## src/rtl/pwar_ram.sv

```systemverilog
module pwar_ram #(
    parameter int WIDTH = 24,
    parameter int DEPTH = 128
) (
    input  logic                     clk,
    input  logic                     we,
    input  logic [$clog2(DEPTH)-1:0] waddr,
    input  logic [WIDTH-1:0]         wdata,
    input  logic [$clog2(DEPTH)-1:0] raddr,
    output logic [WIDTH-1:0]         rdata
);

    logic [WIDTH-1:0] mem [0:DEPTH-1];

    always_ff @(posedge clk)
    begin
        if (we)
        begin
            mem[waddr] <= wdata;
        end
        rdata <= mem[raddr];
    end

endmodule

```

## config.mk

```make
export PLATFORM = sky130hd
export DESIGN_NAME = pwar_ram
export DESIGN_NICKNAME = d
export VERILOG_FILES = /design/src/rtl/pwar_ram.sv
export SDC_FILE = /design/constraint.sdc
export NUM_CORES = 2
export LEC_CHECK = 0
export BUFFER_PORTS_ARGS = -buffer_cell sky130_fd_sc_hd__buf_2
export CORE_ASPECT_RATIO = 0.9
export CORE_MARGIN = 2
export CORE_UTILIZATION = 60
export CTS_BUF_LIST = sky130_fd_sc_hd__clkbuf_4
export DETAILED_ROUTE_END_ITERATION = 8
export HOLD_SLACK_MARGIN = 0.02
export PLACE_DENSITY = 0.76
export SKIP_LAST_GASP = 1
export SYNTH_ARGS = -nofsm -noshare
export SYNTH_HDL_FRONTEND = slang
export SYNTH_SLANG_ARGS = --single-unit
```

## constraint.sdc

```tcl
create_clock -name clk -period 9.2 [get_ports clk]
set_clock_uncertainty 0.2 [all_clocks]
set_input_delay 0.92 -clock clk [delete_from_list [all_inputs] [get_ports clk]]
set_output_delay 0.92 -clock clk [all_outputs]
set_load 0.02 [all_outputs]
```

[Word-level counts from Yosys, hierarchy flattened]
Memories as Yosys holds them, arrays and structs flattened. A register that Yosys moved wholly into a read port is not among the register bits.
Index checks and enable logic that the tools add are counted.
Word-level totals
  flip-flop bits (word level): 0
  latch bits: 0
  memory bits (writable): 3072
  memory bits (read-only): 0
  input bits: 40
  output and inout port bits: 24
  memories: 1
Operators by class
  add/sub/neg operators: 0
  multipliers: 0
  div/mod/pow operators: 0
  magnitude comparators: 0
  equal/unequal tests: 0
  shifts and indexed selects: 0
  muxes and demuxes: 2
  bitwise operators: 0
  reduce and logical (&&, ||, !) cells: 0
Memory list
  mem: words 128, bits a word 24, read ports 1, clocked after Yosys merged registers in 1, write ports 1, RTL line 13  | logic [WIDTH-1:0] mem [0:DEPTH-1];
Operators with widths (count)
  1-bit 2-to-1 mux: 2

[Logic depth before layout (Yosys ltp)]
  depth after elaboration: 2
  depth in mapped cells: 8
  mapped depth without buffers: 4

[Worst setup path before layout]
OpenSTA, ideal clock, no wires.
  path kind: input port to flip-flop
  start: input port we
  end: memory mem[98][0] (enable)
  data arrival time: 3.161 ns
  slack: 5.404 ns
  cell stages on the path: 3
  path buffers: 1
  cell sequence: clkbuf_1 nand4_1 nor3_1
Between the ends
  longest elaborated chain between the ends: 2
RTL lines
  start, declared: RTL line 6  | input logic we,
  1-bit 2-to-1 mux: RTL line 17  | if (we)
  1-bit 2-to-1 mux (implied by the code): RTL line 19  | mem[waddr] <= wdata;
  end, declared: RTL line 13
No other way between the ends.

[Worst setup path after layout]
  start: input port waddr[0]
  end: memory mem[66][17] (enable)
RTL lines
  start, declared: RTL line 7  | input logic [$clog2(DEPTH)-1:0] waddr,
No word-level cell before the write port.

==> results.cfg <==
[critical_path]
crit_fanout = 19
end_kind = flip-flop
critPathLaunchType = input pin
cp.required_ns = 9.99
critPathKind = in2reg
cp.arrival_ns = 4.51

[pwr]
power_frac_seq_pct = 56.2
swShare_pct = 22.22
combPwrFrac_pct = 5.2
powerDensity_nw_per_um2 = 211.6
power_report.internal_total_mw = 21.61
power_switching_mw = 6.172
power.ir.vdd_worst_uv = 196.6
p_leak_nw = 41.30
clockPowerShare_pct = 38.6

[detailed_routing]
first_pass_iters = 6
ant_nets = 0
num_vias = 56326
wl_per_cell_um = 34.20
drt_iter0_markers = 8207
drc_errors = 0
routed_wl_mm = 288.2
vias_per_cell = 6.682

[synth]
yosysWarnings = 0
synth_top_area_cell = edfxtp_1
async_flop_share_pct = 0
syn_area_per_cell_um2 = 25.87
ys_types = 16
synth_most_common_cell = edfxtp_1
synthTopCellsByCount = edfxtp_1 (3,072), mux4_2 (1,008), clkbuf_1 (151)
synthesis.area_um2 = 117400
ys_top_cells_by_area = edfxtp_1 (79%), mux4_2 (19%), clkbuf_1 (0.48%)
synth_edf_count = 3072
syn_inst = 4538
synth_top_area_share_pct = 78.59
synth_ff_type = edfxtp_1
yosysSeqAreaShare_pct = 79.00
synth_nets = 4578
ys_seq_elements = 3096

[timing]
period_needed_ns = 3.722
setup_viol_count_final = 0
max_freq_ghz = 0.2687
worst_slew_pin_slew_ns = 1.258
layout_setup_ws_ns = 5.478
drv_slew = 0
slew_headroom_pct = 15.93
rsz0062_at_grt = no
setup_tns_ns = 0
hold_viol_final = 0
finalCritPeriodShare_pct = 40.46

[worst_hold_path]
hp-class = in2reg

[layout]
instances_no_fill = 8429
drive_gt1_share_pct = 43.22
fin_util_pct = 67.33
area_delta_synth_final_pct = 11.86
nets = 5365

[place]
dp_hpwl_mm = 155.0
gp_congestion = 0.8470
placed_cells = 7124
pre_cts_slack_ns = 4.095
io_buffers = 63

[clock_network]
hold_buffers = 32
postCtsSetupBuffers = 0
post_cts_resized = 0
clk_pin_slew_ns = 0.07
clock_latency_ns = 1.44
clockBufferDepth = 4
root_buffer = clkbuf_4
cts.sinks = 3096
htree_levels = 6
cts_tree = built
cts_buffers = 741

[status]
status = finished clean

[global_routing]
gr-usage-all-layers_pct = 29.49
gr-total-overflow = 0
antenna_found_initial = 29
grt_pass1_vias = 57395
grt_max_degree = 125
grt_pass1_wl_mm = 409.5

[floorplanning]
core_um2 = 195000
start_util_pct = 60.20
rows = 154
die_x_um = 470.2
die_area_um2 = 199200
pin_count = 64
die_h_um = 423.6

[run]
drv_cap = 0
==> logic make-up (layout without fill, tap and decap cells) <==
kind of cell | count (synthesis) | after routing | share of synthesized area (%)
multiplexers | 1032 | 1032 | 19.57
flip-flops | 3096 | 3096 | 79.00
other | 0 | 15 | 0
AND/OR/NAND/NOR | 170 | 170 | 0.5937
buffers and inverters | 240 | 1542 | 0.8378
==> final cells by class <==
| cell class | instances | area [um2] |
|---|---|---|
| Sequential cell | 3096 | 92730 |
| Fill cell | 11760 | 63700 |
| Multi-Input combinational cell | 1202 | 24010 |
| Clock buffer | 1068 | 8018 |
| Tap cell | 2574 | 3221 |
| Timing Repair Buffer | 284 | 2350 |
| Clock inverter | 190 | 933.4 |
| Antenna cell | 15 | 37.54 |
==> power groups by stage <==
stage                     Sequential, mW  Combinational (mW)  Clock (mW)
after floorplan                     15.9               0.754           0
after global placement              15.9                1.40           0
after detailed placement            15.9                1.43           0
after CTS                           15.6                1.44        10.9
after global routing                15.6                1.51        11.6
final                               15.6                1.45        10.7
==> metal layers <==
| metal | global-route usage [%] | vias up | part of all wire (%) |
|---|---|---|---|
| met3 | 8.755 | 499 | 14 |
| li1 | - | 21965 | - |
| met2 | 44.40 | 4185 | 47 |
| met5 | 0 | - | 0.018 |
| met4 | 10.60 | 8 | 3.2 |
| met1 | 41.99 | 29669 | 35 |
==> worst max-delay path, cell delays in order <==
cell and delay, ns:
dlygate4sd3_1 0.60, buf_2 0.28, nor2b_1 0.35, nand2_1 0.81, nor2_2 1.05, buf_4 0.47
==> final timing paths <==
kind,from,to,slack [ns],cells after the start
setup / recovery,waddr[0],mem[66][17],5.48,6
hold / removal,raddr[3],rdata[11],0.20,3
setup reg to reg,mem[87][4],rdata[4],6.32,4
hold reg to reg,mem[122][0],rdata[0],0.89,4
==> state kept, by name, summed over array words and instances, names as in the netlist <==
name   cells
rdata     24
mem     3072
==> per-stage QoR <==
stage | hold slack (ns) | instance area, um2 | power, mW
after floorplan | 0.8189 | 117400 | 16.67
after global placement | 0.9162 | 122000 | 17.32
after detailed placement | 0.9139 | 122000 | 17.35
after CTS | 0.04733 | 131300 | 27.96
after global routing | 0.1272 | 131300 | 28.73
final | 0.1990 | 131300 | 27.78
==> cell usage in the layout, fill, tap and decap left out <==
cell / netlist / routed
nand4_1: 3 / 3
buf_2: 60 / 34
clkinv_4: 0 / 4
inv_2: 0 / 17
clkbuf_4: 0 / 1068
clkinv_2: 0 / 10
edfxtp_1: 3072 / 3072
buf_4: 0 / 199
nor3_2: 0 / 9
nor2_1: 122 / 3
inv_8: 0 / 1
mux4_2: 1008 / 1008
nand2_1: 14 / 14
or3_1: 1 / 1
dfxtp_1: 24 / 24
diode_2: 0 / 15
clkinv_1: 0 / 146
buf_12: 0 / 16
clkinvlp_4: 0 / 6
nand2b_1: 2 / 2
dlygate4sd3_1: 0 / 32
nor2b_1: 7 / 7
nor2_2: 0 / 119
buf_8: 0 / 3
bufinv_16: 0 / 6
nand3_1: 12 / 12
mux2_2: 24 / 24
Note: power is estimated with default switching activity, not from simulation.
