**src/rtl/pwar_phase.sv**
```systemverilog
module pwar_phase (
    input  logic               clk,
    input  logic               rst_n,
    input  logic               valid_in,
    input  logic signed [48:0] term,
    input  logic signed [23:0] dist_in,
    output logic               valid_out,
    output logic [31:0]        angle
);

    // term split into a signed high part and an unsigned low 26 bits;
    // only the low 52 bits of term*dist_in matter
    logic               v1_reg;
    logic signed [50:0] lo_reg;
    logic [25:0]        hi_reg;
    logic signed [50:0] lo_prod;
    logic signed [46:0] hi_prod;
    logic [51:0]        ph;

    assign lo_prod = $signed({1'b0, term[25:0]}) * dist_in;
    assign hi_prod = $signed(term[48:26]) * dist_in;
    assign ph = {hi_reg, 26'd0} + 52'($signed(lo_reg));

    always_ff @(posedge clk or negedge rst_n)
    begin
        if (!rst_n)
        begin
            v1_reg    <= 1'b0;
            valid_out <= 1'b0;
        end
        else
        begin
            v1_reg    <= valid_in;
            valid_out <= v1_reg;
        end
    end

    always_ff @(posedge clk)
    begin
        lo_reg <= lo_prod;
        hi_reg <= hi_prod[25:0];
        angle  <= ph[51:20];
    end

endmodule

```
**config.mk**
```make
export PLATFORM = sky130hd
export DESIGN_NAME = pwar_phase
export DESIGN_NICKNAME = d
export VERILOG_FILES = /design/src/rtl/pwar_phase.sv
export SDC_FILE = /design/constraint.sdc
export NUM_CORES = 2
export LEC_CHECK = 0
export ABC_AREA = 1
export BUFFER_PORTS_ARGS = -buffer_cell sky130_fd_sc_hd__buf_2
export CAP_MARGIN = 20
export CORE_AREA = 2 2 292 294
export CTS_CLUSTER_DIAMETER = 40
export CTS_CLUSTER_SIZE = 12
export DETAILED_ROUTE_END_ITERATION = 6
export DIE_AREA = 0 0 294 296
export PLACE_DENSITY = 0.67
export SLEW_MARGIN = 25
export SYNTH_ARGS = -nofsm -noshare
export SYNTH_HDL_FRONTEND = slang
export SYNTH_SLANG_ARGS = --single-unit
```
**constraint.sdc**
```tcl
create_clock -name clk -period 5.7 [get_ports clk]
set_input_delay 0.855 -clock clk [delete_from_list [all_inputs] [get_ports clk]]
set_output_delay 0.855 -clock clk [all_outputs]
set_load 0.03 [all_outputs]
```
### Word-level counts from Yosys, hierarchy flattened

Index checks and enable logic that the tools add are counted.

* register bits: 111
* input port bits: 76
* logic and storage cells: 8

* $add $sub $neg: 1
* multiply operators: 2

Operator list (number)
* adder 52 bit: 1
* multiplier 27 x 24 -> 51 bit: 1
* multiplier 23 x 24 -> 26 bit: 1

### Logic depth before layout (Yosys ltp)

* depth in word-level cells: 1
* gate-level depth with buffers: 30

### Least setup slack after synthesis

OpenSTA, ideal clock, no wires.

* path kind: input to register
* start point: input dist_in[3]
* end point: register lo_reg[31]
* arrival: 6.447 ns
* setup slack: -0.867 ns
* stages on the path: 25
* path buffers: 2
* cells stage by stage: clkbuf_1 clkbuf_1 nand2_1 fa_1 inv_1 fa_1 inv_1 fa_1 fa_1 inv_1 fa_1 fa_1 inv_1 fa_1 inv_1 ha_1 nand2_1 nor2_1 inv_2 nor2_1 and3_1 nand2_1 nand3_1 a21oi_1 xnor2_1

* cells in the longest elaborated chain, start to end: 1

Ends and longest elaborated chain
* from (decl): RTL line 6 `input logic signed [23:0] dist_in,`
* multiplier 27 x 24 -> 51 bit: RTL line 20 `assign lo_prod = $signed({1'b0, term[25:0]}) * dist_in;`
* net lo_prod[31]: RTL line 16 `logic signed [50:0] lo_prod;`
* to (signal assigned): RTL line 40 `lo_reg <= lo_prod;`
* to (decl): RTL line 14 `logic signed [50:0] lo_reg;`

The timed path passes the listed nets, and every way through them passes these cells.

### Worst setup path in the final report

* start point: input dist_in[13]
* end point: register lo_reg[36]

Same word-level chain as after synthesis.

==> implementation parameters <==
Parameter                              Value

Synth
  Synthesized Nets ... 5,861
  Compound-Gate Fraction of Synth Area ... 0.0375
  Simple-gate portion of the synthesized area ... 0.168
  Post-Synth Adder-Cell Area ... 0.555
  Multiplexer fraction of the synthesized cell area ... 0
  Xor and xnor area share after synthesis ... 0.0171
  Area share of the largest cell type after synthesis ... 0.439
  Synthesis-stage register bit count ... 91
  Most common library cells after synthesis ... sky130_fd_sc_hd__inv_1, sky130_fd_sc_hd__nand2_1, sky130_fd_sc_hd__fa_1, sky130_fd_sc_hd__ha_1, sky130_fd_sc_hd__clkbuf_1
  Primary FF master, synth ... sky130_fd_sc_hd__dfxtp_1
  Ys async rst share ... 0.0220
  Average instance area after synthesis ... 7.66 um2
  Yosys cell types ... 46
  Top cell type by total area after synthesis ... sky130_fd_sc_hd__fa_1
  Sequential element share of the synthesized area ... 0.0512
  Cell types with the largest area share after synthesis ... sky130_fd_sc_hd__fa_1, sky130_fd_sc_hd__inv_1, sky130_fd_sc_hd__nand2_1
  Most numerous cell in the Yosys netlist ... sky130_fd_sc_hd__inv_1
  Main combinational cell family by area after synthesis ... adder cells
  Total standard cell area after synthesis ... approximately 0.036 mm2
  Count of warnings emitted by yosys ... 0
  Count of mapped cells out of synthesis ... 4,669
  Number of enable-type register cells in the synthesized netlist ... 0

CTS
  Number of clock sinks seen by CTS ... 91
  Total number of H-tree levels ... 3
  Clock Tree Buf Depth ... 2
  Worst-skew pair later-pin latency ... 0.38 ns
  Inserted Clock Buffers ... 9
  CTS tree ... done
  Post-cts hold buffer count ... 0
  Cell at the root of the clock tree ... sky130_fd_sc_hd__clkbuf_16
  Clk slew on worst S/H paths ... 0.07 ns

Finish
  Largest register FFs ... 32
  Utilization after layout ... 0.538
  Fraction of layout instances using a drive strength above 1 ... 0.234
  # nets final ... 6,348
  Post-synthesis to final-layout area growth ... 26.6%
  Fillers ... roughly 7,600
  Number of antenna diodes ... 0
  Design Area, Final ... 0.0453 mm2

STA
  Normalized max-slew margin ... 0.605
  Final min period ... 6.29 ns
  Fin Setup TNS ... -18.08 ns
  Clk_skew ... 0.0162 ns
  RSZ-0062 raised after global routing ... yes
  Period utilisation layout ... 1.10
  Final hold viol count ... 0
  Final worst slack ... -0.590 ns
  Final Max Tran Viols ... 0
  F_max ... 159 MHz
  Worst hold slack ... roughly 0.26 ns
  Final setup violating endpoints ... 43
  Pin slew with the least headroom to its limit ... 0.586 ns

Detailed routing
  M1 wire length ... 46.1 mm
  Met2 layer wire length in the routed design ... ~52 mm
  Uppermost signal routing layer after detailed routing ... met4
  Via count ... 30,714
  Post-route ant nets ... 0
  Violation count after the first detailed-route iteration ... 2,058
  Routed wl met3 ... around 8 mm
  Via count normalized by instance count ... slightly below 5
  Sum of routed wire length over all layers ... 109 mm
  Drt drc ... 5
  Drt wl/cell ... 17.4 um
  Initial DRT Pass Iterations ... 7

Global routing
  Initial antenna violation count ... 1
  All-layer global routing usage ... 0.260
  Global-route wire length before repair ... 176 mm
  Total congestion overflow ... 0
  Maximum number of pins on one net before global-route repair ... 24
  Vias in the first global route ... 32,643

Placed design
  Placement-stage cell area ... 0.0413 mm2
  Dpl hpwl ... 91.0 mm
  Routability Congestion ... 0.999
  Port buffer count ... 108

Outcome
  Failing checks ... design-rule violations, negative setup slack
  Result of the run ... finished with violations

Floorplan
  I/O Pins ... 109
  Placeable core region ... between 0.08 and 0.09 mm2
  Chip Width ... 294 um
  Y dimension of the die ... 296 um
  Die area ... approximately 0.087 mm2
  Std cell rows ... between 100 and 150
  Starting density of the core ... 0.425

Critical path
  Data arrival at the endpoint of the critical path ... 6.55 ns
  Category of the worst setup path launch point ... input port
  Slowest stage cell on the critical path ... sky130_fd_sc_hd__fa_1
  Worst setup path class ... input port to register
  CP required ... 5.96 ns
  Reg-to-reg slack, setup ... approximately 3.3 ns
  Nature of the critical path endpoint ... register
  Largest stage delay on the critical path ... roughly 0.52 ns
  Crit Path Max Fanout ... 6
  Cell type with the highest occurrence count on the critical path ... sky130_fd_sc_hd__fa_1

Worst hold path
  Class of the worst hold path ... input port to async pin

Run
  Maximum capacitance violations ... 0
==> cell usage in the layout, fill, tap and decap left out, types with 68 or more instances in the layout <==
cell                      Yosys  layout
sky130_fd_sc_hd__inv_1     1439    1351
sky130_fd_sc_hd__dfxtp_1     89      89
sky130_fd_sc_hd__buf_4        0     420
sky130_fd_sc_hd__fa_2         0      69
sky130_fd_sc_hd__buf_6        0      94
sky130_fd_sc_hd__ha_1       332     285
sky130_fd_sc_hd__inv_2        9      93
sky130_fd_sc_hd__fa_1       784     715
sky130_fd_sc_hd__nor2_1     132      68
sky130_fd_sc_hd__nand2_1   1252    1149
==> what timing repair did <==
item / 4_1_cts / 5_1_grt
setup buffers: 64 / 43
gates cloned: 7 / 4
pin swaps: 135 / 175
resized for setup: 470 / 276
setup endpoints to repair: 47 / 47
hold endpoints to repair: 0 / 0
==> layout make-up <==
| cell class | instances | area (um2) | share of cell area |
|---|---|---|---|
| timing repair buffer | 662 | 6180 | 0.136 |
| tap | 1090 | 1360 | 0.0301 |
| clock buffer | 9 | 225 | 0.00497 |
| clock inverter | 7 | 92.6 | 0.00204 |
| sequential | 91 | 1830 | 0.0404 |
| multi-input combinational | 2944 | 30200 | 0.666 |
| inverter | 1448 | 5450 | 0.120 |
==> worst max-delay path: cells and delay by family <==
family | cells | cell delay, ns
adder cells (fa/ha/maj) | 8 | 3.77
buffers and inverters | 11 | 0.83
AND/OR/NAND/NOR | 9 | 0.67
AO/OA/AOI/OAI | 2 | 0.40
==> kinds of logic after synthesis <==
group / count (synthesis)
xor+xnor: 70
buf+inv: 1634
simple gates: 1523
compound gates: 235
fa+ha+maj: 1116
flops: 91
==> routing by layer <==
layer	GRT usage	vias up
met5	0	-
met4	0.0681	0
met3	0.0345	199
met2	0.436	1104
met1	0.354	15256
li1	-	14155
==> metrics by stage <==
step | cells | setup WS [ns]
floorplan | 4669 | -0.396
global placement | 6128 | -1.20
detailed placement | 6128 | -1.23
CTS | 6208 | -0.552
global route | 6251 | -0.794
finish | 6251 | -0.590
==> path summary, 6_finish.rpt <==
check | from | end | cells past startpoint
worst max-delay path | dist_in[13] | lo_reg[36] | 30
worst min-delay path | rst_n | valid_out | 1
worst max register to register | lo_reg[29] | angle[18] | 8
worst min register to register | lo_reg[24] | angle[4] | 0
max in group asynchronous | rst_n | v1_reg | 1
min in group clk | lo_reg[24] | angle[4] | 0
Power is not shown: default switching activity piles up to over one toggle a cycle in this logic, so the estimate is an artifact.
