`src/rtl/pwar_div.sv`:
```
module pwar_div #(
    parameter int QW = 27,
    parameter int NW = 8
) (
    input  logic          clk,
    input  logic          rst_n,
    input  logic          start,
    input  logic [QW-1:0] dividend,
    input  logic [NW-1:0] divisor,
    output logic          done,
    output logic [QW-1:0] quotient
);

    localparam int KW = $clog2(QW + 1);

    logic          busy_reg;
    logic [KW-1:0] cnt_reg;
    logic [NW-1:0] rem_reg;
    logic [NW-1:0] den_reg;
    logic [NW:0]   trial;
    logic          fits;

    // one quotient bit per cycle, restoring
    assign trial = {rem_reg, quotient[QW-1]};
    assign fits  = trial >= {1'b0, den_reg};

    always_ff @(posedge clk or negedge rst_n)
    begin
        if (!rst_n)
        begin
            busy_reg <= 1'b0;
            done     <= 1'b0;
            cnt_reg  <= '0;
        end
        else
        begin
            done <= 1'b0;
            if (start)
            begin
                busy_reg <= 1'b1;
                cnt_reg  <= KW'(QW);
            end
            else if (busy_reg)
            begin
                cnt_reg <= cnt_reg - 1'b1;
                if (cnt_reg == KW'(1))
                begin
                    busy_reg <= 1'b0;
                    done     <= 1'b1;
                end
            end
        end
    end

    always_ff @(posedge clk)
    begin
        if (start)
        begin
            rem_reg  <= '0;
            den_reg  <= divisor;
            quotient <= dividend;
        end
        else if (busy_reg)
        begin
            rem_reg  <= fits ? NW'(trial - {1'b0, den_reg}) : trial[NW-1:0];
            quotient <= {quotient[QW-2:0], fits};
        end
    end

endmodule

```
`config.mk`:
```
export PLATFORM = sky130hd
export DESIGN_NAME = pwar_div
export DESIGN_NICKNAME = d
export VERILOG_FILES = /design/src/rtl/pwar_div.sv
export SDC_FILE = /design/constraint.sdc
export NUM_CORES = 1
export LEC_CHECK = 0
export BUFFER_PORTS_ARGS = -buffer_cell sky130_fd_sc_hd__clkbuf_2
export CORE_UTILIZATION = 50
export DETAILED_ROUTE_END_ITERATION = 8
export GPL_ROUTABILITY_DRIVEN = 0
export PLACE_DENSITY = 0.78
export SETUP_SLACK_MARGIN = 0.02
export SLEW_MARGIN = 20
export SYNTH_ARGS = -nofsm -noshare
export SYNTH_HDL_FRONTEND = slang
export SYNTH_SLANG_ARGS = --single-unit
```
`constraint.sdc`:
```
create_clock -name clk -period 4.8 [get_ports clk]
set_input_delay 1.2 -clock clk [delete_from_list [all_inputs] [get_ports clk]]
set_output_delay 1.2 -clock clk [all_outputs]
set_load 0.01 [all_outputs]
```
### After elaboration in Yosys (flattened, before gate mapping)

Index checks and enable logic that the tools add are counted.

| word-level totals | value |
|---|---|
| logic and storage cells | 22 |
| output and inout bits | 28 |
| register bits after elaboration | 50 |
| bits of input ports | 38 |

| operators by class | value |
|---|---|
| $lt $le $gt $ge | 1 |
| eq/ne operators | 1 |
| reductions and logical operators | 1 |
| $add $sub $neg | 2 |
| mux-type cells | 11 |

Operator list:

| operator | count |
|---|---|
| $mux W27 | 2 |
| $mux W5 | 2 |
| $ge A9 B8 Y1 | 1 |
| $mux W8 | 1 |
| $sub A8 B8 Y8 | 1 |
| $mux W1 | 6 |
| $eq A5 B1 Y1 const B | 1 |
| $sub A5 B1 Y5 const B | 1 |
| $reduce_bool A2 Y1 | 1 |

### Depth between registers and ports, before layout

| depth | value |
|---|---|
| word-level depth | 4 |
| depth in mapped cells | 8 |

### Worst setup path before layout

Ideal clock, no wire load.

| timing | value |
|---|---|
| kind | input to register |
| start point | input start |
| end point | register quotient[11], data pin |
| required time | 4.540 ns |
| path slack | 2.396 ns |
| stages on the path | 3 |
| arrival | 2.144 ns |
| cells stage by stage | clkbuf_1 -> buf_1 -> mux2_2 |

| on the way | value |
|---|---|
| longest elaborated chain between the ends | 1 |

RTL lines:

| what | RTL line | source |
|---|---|---|
| start: declaration | 7 | `input logic start,` |
| $mux W27 | 57 | `if (start)` |
| end signal: assignment | 61 | `quotient <= dividend;` |
| end signal: assignment | 66 | `quotient <= {quotient[QW-2:0], fits};` |
| end: declaration | 11 | `output logic [QW-1:0] quotient` |

No other way between the ends.
A chain may end at the register's enable or synchronous reset.

==> impl_metrics.prom <==
# TYPE chip_impl_metric gauge
chip_impl_metric{name="clkLatencyLatePin",unit="ps"} 290
chip_impl_metric{name="grt_max_degree",unit=""} 30
chip_impl_info{name="critical_path_cell_sequence",value="clkbuf_2 > or2_2 > nor2_1 > a311o_1"} 1
chip_impl_metric{name="critical_path_arrival",unit="ps"} 2780
chip_impl_info{name="clock_tree.root_cell",value="sky130_fd_sc_hd__clkbuf_8"} 1
chip_impl_metric{name="floorplan.initialDensity",unit="%"} 52.9
chip_impl_metric{name="die_area",unit="sq um"} 5390
chip_impl_metric{name="antenna_found_initial",unit=""} 0
chip_impl_metric{name="asyncSetResetFlopFracSynth",unit="%"} 14.0
chip_impl_metric{name="final-setup-viol-count",unit=""} 0
chip_impl_metric{name="synth_seq_area_share",unit="%"} 54.4
chip_impl_metric{name="grt_pass1_vias",unit=""} 1530
chip_impl_metric{name="powerDensity",unit="nW/um^2"} 406
chip_impl_metric{name="floorplan.die.height",unit="um"} 73.4
chip_impl_metric{name="power.static_leakage",unit="nW"} 1.30
chip_impl_metric{name="drc",unit=""} 0
chip_impl_metric{name="violation_count_after_the_first_detailed_routing_iteration",unit=""} 99
chip_impl_metric{name="timing.final.hold_violations",unit=""} 0
chip_impl_metric{name="multi_input_area",unit="sq um"} 1050
chip_impl_metric{name="globalRoute.totalOverflow",unit=""} 0
chip_impl_info{name="startpoint_type",value="input port"} 1
chip_impl_metric{name="detail_route.wl_per_cell",unit="um"} 13.5
chip_impl_metric{name="timing.reg2reg.setup_slack",unit="ps"} 2400
chip_impl_metric{name="largest_register_ff_count",unit=""} 27
chip_impl_metric{name="number_of_enable_type_register_cells_in_the_synthesized_netlist",unit=""} 35
chip_impl_metric{name="grt_util_all_layers",unit="%"} 17.7
chip_impl_metric{name="power.total",unit="mW"} 1.22
chip_impl_info{name="hold_crit_endpoint",value="rem_reg[4]$_SDFFE_PP0P_"} 1
chip_impl_metric{name="drt-pass1-iter-count",unit=""} 4
chip_impl_metric{name="clk_pin_slew_worst_paths",unit="ps"} 90
chip_impl_info{name="largest_family_of_logic_cells_by_synthesized_area",value="multiplexers"} 1
chip_impl_metric{name="post-dp-hpwl",unit="um"} 3300
chip_impl_info{name="outcome",value="completed"} 1
chip_impl_metric{name="n_antenna_cell",unit=""} 0
chip_impl_metric{name="tritoncts.num_buffers",unit=""} 5
chip_impl_metric{name="drv_slew",unit=""} 0
chip_impl_metric{name="skew",unit="ps"} 5.66
chip_impl_metric{name="fin_nets",unit=""} 320
chip_impl_metric{name="synthXorXnorAreaFrac",unit="%"} 2.75
chip_impl_metric{name="clock_path_buffers",unit=""} 2
chip_impl_metric{name="min_period_over_period",unit="%"} 54.0
chip_impl_metric{name="sequential_area",unit="sq um"} 1390
chip_impl_metric{name="core-area",unit="sq um"} 4820
chip_impl_metric{name="synth_simple_gate_area_share",unit="%"} 10.7
chip_impl_info{name="max_stage_delay_cell_worst_path",value="sky130_fd_sc_hd__or2_2"} 1
chip_impl_metric{name="muxShareOfSynthArea",unit="%"} 11.9
chip_impl_metric{name="cts.repair.resized",unit=""} 0
chip_impl_metric{name="utilization_after_layout",unit="%"} 62.6
chip_impl_info{name="critical_path.endpoint_type",value="flip-flop"} 1
chip_impl_metric{name="num_io_pins",unit=""} 66
chip_impl_info{name="synthDominantAreaCellType",value="sky130_fd_sc_hd__edfxtp_1"} 1
chip_impl_metric{name="timing.hold.worst_path_depth",unit=""} 2
chip_impl_metric{name="clock.fmax",unit="GHz"} 0.386
chip_impl_metric{name="grt_first_pass_wirelength",unit="um"} 7110
chip_impl_info{name="setup_repair_after_global_routing_missed_its_margin",value="false"} 1
chip_impl_metric{name="finalCriticalPeriod",unit="ps"} 2590
chip_impl_metric{name="detail_route.vias_per_cell",unit=""} 5.11
chip_impl_metric{name="drt.antenna.violating_nets",unit=""} 0
chip_impl_metric{name="post-cts-setup-buffer-count",unit=""} 0
chip_impl_metric{name="final.setup.tns",unit="ps"} 0
chip_impl_info{name="cts_tree",value="built"} 1
chip_impl_metric{name="drv.max_cap_violation_count",unit=""} 0
chip_impl_metric{name="worst_path_largest_cell_delay",unit="ps"} 680
chip_impl_metric{name="holdWs",unit="ps"} 534
chip_impl_metric{name="critical_path.n_buffers_inverters",unit=""} 1
chip_impl_info{name="worst_hold_check_path_type",value="reg2reg"} 1
chip_impl_metric{name="worst-r2r-cell-count",unit=""} 6
chip_impl_metric{name="post_synth_inst_count",unit=""} 208
chip_impl_metric{name="postSynthAreaPerCell",unit="sq um"} 12.3
chip_impl_metric{name="rows",unit=""} 25
chip_impl_metric{name="synth_top_area_share",unit="%"} 41.2
chip_impl_info{name="path_class",value="in2reg"} 1
chip_impl_metric{name="ys_seq_elements",unit=""} 50
chip_impl_info{name="synth_top_cells_by_area",value="sky130_fd_sc_hd__edfxtp_1, sky130_fd_sc_hd__mux2_2, sky130_fd_sc_hd__dfrtp_1"} 1
chip_impl_metric{name="layout-drive-gt1-share",unit="%"} 39.3
chip_impl_info{name="cpLargestDelayFamily",value="simple AND/OR/NAND/NOR gates"} 1
chip_impl_metric{name="clock_sink_count",unit=""} 50
chip_impl_metric{name="synth_cell_type_count",unit=""} 51
chip_impl_metric{name="worstPathRequired",unit="ps"} 4990
chip_impl_metric{name="route.final.wire_length",unit="um"} 4580
chip_impl_info{name="timing.rr.end",value="quotient[0]$_DFFE_PP_"} 1
chip_impl_info{name="worstReg2RegStart",value="rem_reg[1]$_SDFFE_PP0P_"} 1
chip_impl_metric{name="die_width",unit="um"} 73.4
chip_impl_metric{name="final.setup.worst_slack",unit="ps"} 2210
chip_impl_metric{name="syn_nets",unit=""} 257
chip_impl_metric{name="via_count",unit=""} 1732
chip_impl_metric{name="port_buffers",unit=""} 65
chip_impl_metric{name="synth_compound_area_share",unit="%"} 10.0
chip_impl_metric{name="place_ws",unit="ps"} 1870
chip_impl_metric{name="timing_worst_slew_pin_value",unit="ps"} 702
chip_impl_metric{name="critPathMaxFanout",unit=""} 29
chip_impl_metric{name="fillers",unit=""} 410
chip_impl_metric{name="power.ir.vdd_worst",unit="V"} 0.000288
chip_impl_info{name="postSynth.topFlopCell",value="sky130_fd_sc_hd__edfxtp_1"} 1
chip_impl_metric{name="syn-cell-area",unit="sq um"} 2550
chip_impl_info{name="hp-start",value="rem_reg[3]$_SDFFE_PP0P_"} 1
chip_impl_metric{name="synth_warnings",unit=""} 0
chip_impl_metric{name="cts.htree.levels",unit=""} 2
chip_impl_metric{name="area_added_between_synthesis_and_finish",unit="%"} 18.3
chip_impl_metric{name="maxSlewHeadroom",unit="%"} 53.2
chip_impl_metric{name="post_cts_hold_buffer_count",unit=""} 0
chip_impl_metric{name="synth_fa_ha_area_share",unit="%"} 5.69
## how the worst max path moves through the flow
stage / to / from / slack [ps] / cells after the start
floorplan: quotient[11]$_DFFE_PP_ / start / 2400 / 3
global placement: rem_reg[7]$_SDFFE_PP0P_ / start / 1910 / 5
detailed placement: rem_reg[3]$_SDFFE_PP0P_ / start / 1870 / 4
CTS: rem_reg[7]$_SDFFE_PP0P_ / start / 2190 / 5
global route: rem_reg[7]$_SDFFE_PP0P_ / start / 2010 / 5
finish: rem_reg[3]$_SDFFE_PP0P_ / start / 2210 / 4
## layer usage
metal  wire length [um]  up-vias  GRT usage [%]  share of wire, %
li1                   -      878              -                 -
met1               2160      801           24.7                47
met2               2160       51           26.5                47
met3                212        2           3.98               4.6
met4                 41        0           7.48              0.90
met5                  0        -              0                 0
## stage by stage
stage,instance area (sq um),instances
final,3020,339
after global routing,3020,339
after CTS,3020,339
after detailed placement,2910,331
after global placement,2910,331
after floorplan,2550,208
## cell usage in the layout, fill, tap and decap left out, types with 3 or more instances in the layout
master and n:
sky130_fd_sc_hd__o21ai_0 3, sky130_fd_sc_hd__xor2_1 3, sky130_fd_sc_hd__ha_1 10, sky130_fd_sc_hd__nand2b_1 8, sky130_fd_sc_hd__a21o_1 3, sky130_fd_sc_hd__inv_1 16, sky130_fd_sc_hd__edfxtp_1 35, sky130_fd_sc_hd__nand2_1 11
sky130_fd_sc_hd__nor2_1 17, sky130_fd_sc_hd__nand3_1 3, sky130_fd_sc_hd__dfrtp_1 7, sky130_fd_sc_hd__mux2_2 26, sky130_fd_sc_hd__a21oi_1 6, sky130_fd_sc_hd__xnor2_1 5, sky130_fd_sc_hd__clkbuf_2 65, sky130_fd_sc_hd__dfxtp_1 8
sky130_fd_sc_hd__clkbuf_8 5
## area by class of cell
| type | count | area share [%] |
|---|---|---|
| Clock inverter | 1 | 0.996 |
| Multi-Input combinational cell | 132 | 34.7 |
| Clock buffer | 7 | 2.53 |
| Timing Repair Buffer | 66 | 11.0 |
| Tap cell | 67 | 2.78 |
| Sequential cell | 50 | 46.0 |
| Inverter | 16 | 1.99 |
## kinds of logic after synthesis
group	after synthesis
DFF	50
AOI/OAI and AO/OA	33
adders and majority gates	11
xor gates and xnor gates	8
muxes	27
and+or+nand+nor	53
buffers and inverters	26
## cell usage after synthesis (2+ instances only)
master	n
sky130_fd_sc_hd__ha_1	10
sky130_fd_sc_hd__buf_2	2
sky130_fd_sc_hd__a311oi_2	2
sky130_fd_sc_hd__a21oi_1	6
sky130_fd_sc_hd__nor2b_1	2
sky130_fd_sc_hd__nand2_1	11
sky130_fd_sc_hd__nand2b_1	8
sky130_fd_sc_hd__nor2_1	17
sky130_fd_sc_hd__edfxtp_1	35
sky130_fd_sc_hd__xnor2_1	5
sky130_fd_sc_hd__a21o_1	3
sky130_fd_sc_hd__mux2_2	26
sky130_fd_sc_hd__xor2_1	3
sky130_fd_sc_hd__o21ai_0	3
sky130_fd_sc_hd__or2_2	2
sky130_fd_sc_hd__a211oi_1	2
sky130_fd_sc_hd__dfxtp_1	8
sky130_fd_sc_hd__o31ai_1	2
sky130_fd_sc_hd__clkbuf_1	5
sky130_fd_sc_hd__inv_1	16
sky130_fd_sc_hd__a311oi_1	2
sky130_fd_sc_hd__nand3_1	3
sky130_fd_sc_hd__dfrtp_1	7
## tightest hold or removal path: cells and delay by family (launching register included)
kind            cells  cell delay (ps)
compound gates      1               90
buf+inv             1               80
flops               1              330
## power breakdown
part | switching, mW | total [mW] | internal, mW
clock | 0.128 | 0.284 | 0.156
combinational | 0.195 | 0.365 | 0.170
sequential | 0.0430 | 0.575 | 0.532
Note: power is estimated with default switching activity, not from simulation.
