`src/rtl/pwar_pkg.sv`:
```
package pwar_pkg;

    typedef enum logic [2:0] {
        ST_IDLE,
        ST_SETUP,
        ST_STA,
        ST_SMP,
        ST_DIV,
        ST_OUT
    } state_t;

    localparam logic OP_LOAD    = 1'b0;
    localparam logic OP_COMPUTE = 1'b1;

    localparam logic [1:0] CFG_STATION_COUNT   = 2'd0;
    localparam logic [1:0] CFG_INV_VELOCITY    = 2'd1;
    localparam logic [1:0] CFG_SAMPLE_INTERVAL = 2'd2;
    localparam logic [1:0] CFG_SAMPLE_COUNT    = 2'd3;

    localparam logic [7:0]  RST_STATION_COUNT   = 8'd1;
    localparam logic [23:0] RST_INV_VELOCITY    = 24'd8388608;
    localparam logic [31:0] RST_SAMPLE_INTERVAL = 32'd42949673;
    localparam logic [12:0] RST_SAMPLE_COUNT    = 13'd1;

    localparam logic [15:0] FULL_SCALE = 16'd32768;

    // CORDIC datapath
    localparam int CORDIC_STEPS = 16;
    localparam int CW           = 34;
    localparam logic signed [CW-1:0] CORDIC_X0 = 34'sd652032874;

    // atan(2^-i) in Q0.32 cycles
    function automatic logic signed [CW-1:0] arc(input int i);
        logic signed [CW-1:0] r;
        case (i)
            0:       r = 34'sd536870912;
            1:       r = 34'sd316933406;
            2:       r = 34'sd167458907;
            3:       r = 34'sd85004756;
            4:       r = 34'sd42667331;
            5:       r = 34'sd21354465;
            6:       r = 34'sd10679838;
            7:       r = 34'sd5340245;
            8:       r = 34'sd2670163;
            9:       r = 34'sd1335087;
            10:      r = 34'sd667544;
            11:      r = 34'sd333772;
            12:      r = 34'sd166886;
            13:      r = 34'sd83443;
            14:      r = 34'sd41722;
            default: r = 34'sd20861;
        endcase
        return r;
    endfunction

    // round half up from Q.30 to Q1.15 and clamp to +-1.0
    function automatic logic signed [16:0] to_q15(input logic signed [CW-1:0] v);
        logic signed [CW-1:0] s;
        logic signed [CW-1:0] r;
        logic signed [16:0]   q;
        s = v + 34'sd16384;
        r = s >>> 15;
        if (r > 34'sd32768)
            q = 17'sd32768;
        else if (r < -34'sd32768)
            q = -17'sd32768;
        else
            q = r[16:0];
        return q;
    endfunction

endpackage

```
`src/rtl/pwar_cordic.sv`:
```
module pwar_cordic (
    input  logic               clk,
    input  logic               rst_n,
    input  logic               valid_in,
    input  logic [31:0]        angle,
    output logic               valid_out,
    output logic signed [16:0] sin_q,
    output logic signed [16:0] cos_q
);

    localparam int N  = pwar_pkg::CORDIC_STEPS;
    localparam int CW = pwar_pkg::CW;

    logic signed [CW-1:0] x_reg [0:N];
    logic signed [CW-1:0] y_reg [0:N];
    logic signed [CW-1:0] z_reg [0:N];
    logic                 neg_reg [0:N];
    logic                 v_reg [0:N];

    logic [31:0] shifted;
    logic [31:0] folded;
    logic        fold;
    logic signed [CW-1:0] xf;
    logic signed [CW-1:0] yf;

    // fold the angle into the right half plane, negate at the end
    assign shifted = angle + 32'h4000_0000;
    assign fold    = shifted[31];
    assign folded  = fold ? (angle + 32'h8000_0000) : angle;
    assign xf      = neg_reg[N] ? -x_reg[N] : x_reg[N];
    assign yf      = neg_reg[N] ? -y_reg[N] : y_reg[N];

    always_ff @(posedge clk or negedge rst_n)
    begin
        if (!rst_n)
        begin
            v_reg[0]  <= 1'b0;
            valid_out <= 1'b0;
        end
        else
        begin
            v_reg[0]  <= valid_in;
            valid_out <= v_reg[N];
        end
    end

    always_ff @(posedge clk)
    begin
        x_reg[0]   <= pwar_pkg::CORDIC_X0;
        y_reg[0]   <= '0;
        z_reg[0]   <= CW'($signed(folded));
        neg_reg[0] <= fold;
        sin_q      <= pwar_pkg::to_q15(yf);
        cos_q      <= pwar_pkg::to_q15(xf);
    end

    for (genvar i = 0; i < N; i++)
    begin : g_step
        always_ff @(posedge clk or negedge rst_n)
        begin
            if (!rst_n)
            begin
                v_reg[i+1] <= 1'b0;
            end
            else
            begin
                v_reg[i+1] <= v_reg[i];
            end
        end

        always_ff @(posedge clk)
        begin
            neg_reg[i+1] <= neg_reg[i];
            if (!z_reg[i][CW-1])
            begin
                x_reg[i+1] <= x_reg[i] - (y_reg[i] >>> i);
                y_reg[i+1] <= y_reg[i] + (x_reg[i] >>> i);
                z_reg[i+1] <= z_reg[i] - pwar_pkg::arc(i);
            end
            else
            begin
                x_reg[i+1] <= x_reg[i] + (y_reg[i] >>> i);
                y_reg[i+1] <= y_reg[i] - (x_reg[i] >>> i);
                z_reg[i+1] <= z_reg[i] + pwar_pkg::arc(i);
            end
        end
    end

endmodule

```
`config.mk`:
```
export PLATFORM = sky130hd
export DESIGN_NAME = pwar_cordic
export DESIGN_NICKNAME = d
export VERILOG_FILES = /design/src/rtl/pwar_pkg.sv /design/src/rtl/pwar_cordic.sv
export SDC_FILE = /design/constraint.sdc
export NUM_CORES = 2
export LEC_CHECK = 0
export BUFFER_PORTS_ARGS = -buffer_cell sky130_fd_sc_hd__buf_2
export CORE_MARGIN = 2
export CORE_UTILIZATION = 30
export CTS_CLUSTER_DIAMETER = 40
export DETAILED_ROUTE_END_ITERATION = 8
export PLACE_DENSITY_LB_ADDON = 0.25
export SETUP_SLACK_MARGIN = 0.4
export SYNTH_ARGS = -nofsm -noshare
export SYNTH_HDL_FRONTEND = slang
export SYNTH_SLANG_ARGS = --single-unit
```
`constraint.sdc`:
```
create_clock -name clk -period 5.1 [get_ports clk]
set_input_delay 0.765 -clock clk [delete_from_list [all_inputs] [get_ports clk]]
set_output_delay 0.765 -clock clk [all_outputs]
set_load 0.05 [all_outputs]
```
; ---- Yosys cells after proc, flatten, opt, wreduce, memory -nomap -nowiden
; Memory sizes are Yosys's and may differ from the RTL's.
; Cells that the tools add are included.
; W data, S select, Z words.
[word_totals]
ff_bits = 52
latch_bits = 0
ramBits = 1751
rom_bits = 0
inputBits = 35
elab_cells = 266
n_memories = 4
[memory_table]
columns = memory, depth, word_bits, rd, rd_ports_with_merged_regs, wr, line
row1 = x_reg, 17, 34, 17, 0, 17, pwar_cordic.sv:14  ; logic signed [CW-1:0] x_reg [0:N];
row2 = y_reg, 17, 34, 17, 0, 17, pwar_cordic.sv:15  ; logic signed [CW-1:0] y_reg [0:N];
row3 = z_reg, 17, 34, 16, 0, 17, pwar_cordic.sv:16  ; logic signed [CW-1:0] z_reg [0:N];
row4 = neg_reg, 17, 1, 17, 0, 17, pwar_cordic.sv:17  ; logic neg_reg [0:N];
[classes]
add_sub_neg = 101
multipliers = 0
n_div = 0
n_lt_le_gt_ge = 4
n_eq_ne = 0
shifts = 0
n_mux = 85
n_bitwise = 48
n_reduce_logical = 2
[op_table]
columns = operator, count
row1 = $mux W34, 50
row2 = $add A34 B16 Y34 const B, 3
row3 = $add A34 B19 Y34, 2
row4 = $add A34 B20 Y34, 2
row5 = $add A34 B21 Y34, 2
row6 = $add A34 B22 Y34, 2
row7 = $add A34 B23 Y34, 2
row8 = $add A34 B24 Y34, 2
row9 = $add A34 B25 Y34, 2
row10 = $add A34 B26 Y34, 2
row11 = $add A34 B27 Y34, 2
row12 = $add A34 B28 Y34, 2
row13 = $add A34 B29 Y34, 2
row14 = $add A34 B30 Y34, 2
row15 = $add A34 B31 Y34, 2
row16 = $add A34 B32 Y34, 2
row17 = $add A34 B33 Y34, 2
row18 = $neg A34 Y34, 2
row19 = $sub A34 B19 Y34, 2
row20 = $sub A34 B20 Y34, 2
row21 = $sub A34 B21 Y34, 2
row22 = $sub A34 B22 Y34, 2
row23 = $sub A34 B23 Y34, 2
row24 = $sub A34 B24 Y34, 2
row25 = other kinds (51), 143

; ---- Logic depth before layout (Yosys ltp)
[depth]
depth_word = 5
depth_mapped = 23
mapped_depth_nobuf = 23

; ---- Least setup slack after synthesis
; Ideal clock, no wire load.
[synth_path]
kind = reg2reg
startpoint = memory neg_reg[16][0], in the netlist neg_reg[1][0]
endpoint = register cos_q[10]
setup_time_ns = 0.116
arrival_ns = 5.031
setup_slack_ns = -0.047
stages_incl_launch_ff = 22
path_buffers = 8
path_cell_list = dfxtp_1 clkbuf_1 clkbuf_1 buf_2 buf_1 buf_1 clkbuf_1 buf_1 o21ai_0 xnor2_1 ha_1 nand4_1 or3_1 and3_1 a2111oi_0 nand3_1 a21o_1 o2bb2ai_1 a21oi_2 o31a_1 buf_2 nor2_1
[synth_lines]
columns = element, line
row1 = from (decl), pwar_cordic.sv:17
row2 = to (signal assigned), pwar_cordic.sv:54  ; cos_q <= pwar_pkg::to_q15(xf);
row3 = to (decl), pwar_cordic.sv:8  ; output logic signed [16:0] cos_q

==> impl_results.md <==
- Status: complete, no violations
- DRT Pass-1 Iters: 5
- CTS Buffer Depth: 4
- Setup tns final: 0 ps
- Gr usage total: 0.158
- Row cnt: 225
- Synthesis Warnings: 0
- Iter 0 DRT Violations: 4,784
- Slew Viols, Final: 0
- Remaining DRCs: 0
- Die Span Y: about 600 um
- Fin crit period: 4520 ps
- Max cap viols: 0
- Routed WL per cell: around 16 um
- Ports: 70
- Area growth, synth to finish: 17.7%
- Post-synth top flop: dfxtp_1
- Vias: ~94,000
- Pre-CTS setup slack: roughly 160 ps
- Core area: 375,000 um2
- CTS H-tree lvls: 5
- Vias per Instance: 4.95
- Max reg flops: 511
- Slowest stage cell, crit path: or4_4
- Total routed wirelength: 311,000 um
- First-pass GRT wire length: 496,000 um
- Final hold violation count: 0
- Largest net degree at the start of global routing: 66
- Vias in the first global route: slightly above 90,000
- RSZ-0062 raised after global routing: true
- FFs w/ async S/R, synth: 0.0115
- CP delay by family, top: compound AO/OA/AOI/OAI gates
- Worst Tran Pin Value: ~1000 ps
- Fin area: 133,000 um2
- Final Non-Filler Cells: 19,000
- Slew margin rel.: 0.320
- CTS root buf: clkbuf_16
- GR Overflow Total: 0
- Die ar.: 381,000 um2
- Die width: 617 um
- Fin worst setup slack: between 500 and 600 ps
- Initial Utilization: 0.301
- Cells along the critical path: inv_2, ha_4, nand2b_4, or4_4, nor4_4, buf_4, nor2_2, xor2_1, ha_1, a21o_1, a21o_1, a221o_1, a2bb2oi_2, o22ai_2, o41ai_2, o21ai_1, or4_4, a31o_4, a21oi_2, xnor2_1
- Worst path bufs/invs: 2
- Count of final setup violators: 0
- DP Wirelength: ~250,000 um
- Routability Congestion: slightly below 0.9
- CP required: 5840 ps
- Hold Path Class: input pin to flip-flop
- Critical path class: flip-flop to flip-flop
- CTS clock-pin slew for the worst setup and hold paths: roughly 50 ps
- CP max FO: 4
- Initial antenna violation count: 7
- DRT antenna net count: 0
- FF+latch count, synth: 1,570
- CTS tree: done
- Fin crit share: 0.887
- Post-synth EDFFs: 0
- CTS sink count: 1,570
- Critical Path AT: 5260 ps
- Post-Syn Instances: 13,300
- F_max: 0.221 GHz
- Crit path largest cell delay: between 500 and 600 ps
- Register area share after synthesis: 0.279
- Synthesized area: 113,000 um2
- Dpl cells: 18,400
- Synth unique cells: between 90 and 100
- Port-buffer cells: 69
- Post-DP Area: 120,000 um2
- Worst Clk Skew: 107 ps
- Syn_area_per_cell: approximately 8.5 um2
- Element type at the critical path start: flip-flop
- Cts bufs inserted: 302
- Layout Nets: about 15,000
- Share of layout cells above drive strength 1: 0.0896
- CP Capture Type: flip-flop
- Latest clock arrival within the worst-skew pair: 960 ps
- Synthesized Nets: 14,800
-- worst register-to-register path, stage by stage (launching register included) --
cell and delay (ps):
dfxtp_4 360, inv_2 60, ha_4 140, nand2b_4 50, or4_4 580, nor4_4 150, buf_4 160, nor2_2 40
xor2_1 160, ha_1 360, a21o_1 190, a21o_1 160, a221o_1 330, a2bb2oi_2 210, o22ai_2 110, o41ai_2 280
o21ai_1 120, or4_4 500, a31o_4 230, a21oi_2 120, xnor2_1 70
-- cells in the final DEF, fill, tap and decap left out, types with 57 or more instances in the layout --
cell and count:
nor3_1 370, and3_1 108, buf_2 69, nor2_1 1206, o211ai_1 63, ha_1 1392
buf_4 263, a31oi_1 141, o21a_1 213, nand3_1 244, a211oi_1 124, or3_1 111
o21bai_1 141, a21oi_1 1387, o31ai_1 61, clkbuf_16 306, nor4_1 80, and2_1 83
xor2_1 606, nand2_1 601, xnor2_1 1277, nand2b_1 198, dfxtp_1 1535, nor2b_1 205
nand4_1 57, or2_2 65, mux2i_1 71, a21o_1 595, inv_1 586, o21ai_0 611
-- what timing repair did --
item / CTS / global route
cloned: 0 / 0
buffers inserted: 1 / 31
endpoints found under the setup margin: 20 / 129
hold buffers: 33 / 0
endpoints found under the hold margin: 51 / 0
resized for setup: 26 / 222
pin swaps: 1 / 55
-- routing by layer --
layer,part of all wire,global-route usage,wire length (um)
met1,0.46,0.201,144000
met2,0.47,0.275,146000
met3,0.032,0.0191,9950
met4,0.034,0.0540,10700
met5,0,0,0
-- through the flow --
step | utilization | hold WS [ps]
2_1_floorplan | - | 310
3_3_place_gp | 0.321 | 310
3_5_place_dp | 0.321 | 312
4_1_cts | 0.351 | 278
5_1_grt | 0.354 | 292
6_report | 0.354 | 304
-- synth_stat cells (134+ instances only) --
cell type / number / area share
a211oi_1: 134 / 0.0089
a21o_1: 595 / 0.040
a21oi_1: 1404 / 0.062
a31oi_1: 150 / 0.0083
clkbuf_1: 158 / 0.0053
dfxtp_1: 1552 / 0.28
ha_1: 1397 / 0.15
inv_1: 589 / 0.020
nand2_1: 604 / 0.020
nand2b_1: 199 / 0.011
nand3_1: 244 / 0.011
nor2_1: 1217 / 0.040
nor2b_1: 208 / 0.012
nor3_1: 396 / 0.018
o21a_1: 213 / 0.014
o21ai_0: 632 / 0.028
o21bai_1: 142 / 0.0095
xnor2_1: 1279 / 0.099
xor2_1: 606 / 0.047
-- area by class of cell --
| class | instances | area [um2] |
|---|---|---|
| Tap cell | 4994 | 6250 |
| Timing Repair Buffer | 368 | 2710 |
| Clock buffer | 350 | 8020 |
| Antenna cell | 4 | 10.0 |
| Inverter | 591 | 2220 |
| Multi-Input combinational cell | 10900 | 79300 |
| Clock inverter | 206 | 2600 |
| Fill cell | 38900 | 242000 |
| Sequential cell | 1570 | 31600 |
-- worst paths after layout --
path | from | to | slack [ps] | cells after the start
max in group asynchronous | rst_n | v_reg[10] | 4480 | 2
worst min-delay path | angle[31] | neg_reg[0][0] | 300 | 2
worst max-delay path | y_reg[8][8] | x_reg[9][33] | 580 | 20
min in group asynchronous | rst_n | v_reg[0] | 330 | 2
worst max register to register | y_reg[8][8] | x_reg[9][33] | 580 | 20
worst min register to register | z_reg[0][20] | z_reg[1][20] | 320 | 0
-- cells by family after synthesis --
kind of cell             after synthesis  share of synthesized area
AND/OR/NAND/NOR                     3586                      0.155
XOR/XNOR                            1886                      0.147
flip-flops                          1570                      0.279
multiplexers                         126                     0.0118
buffers and inverters                798                     0.0268
AO/OA/AOI/OAI                       3884                      0.218
adder cells (fa/ha/maj)             1441                      0.163
Power is not shown: default switching activity piles up to over one toggle a cycle in this logic, so the estimate is an artifact.
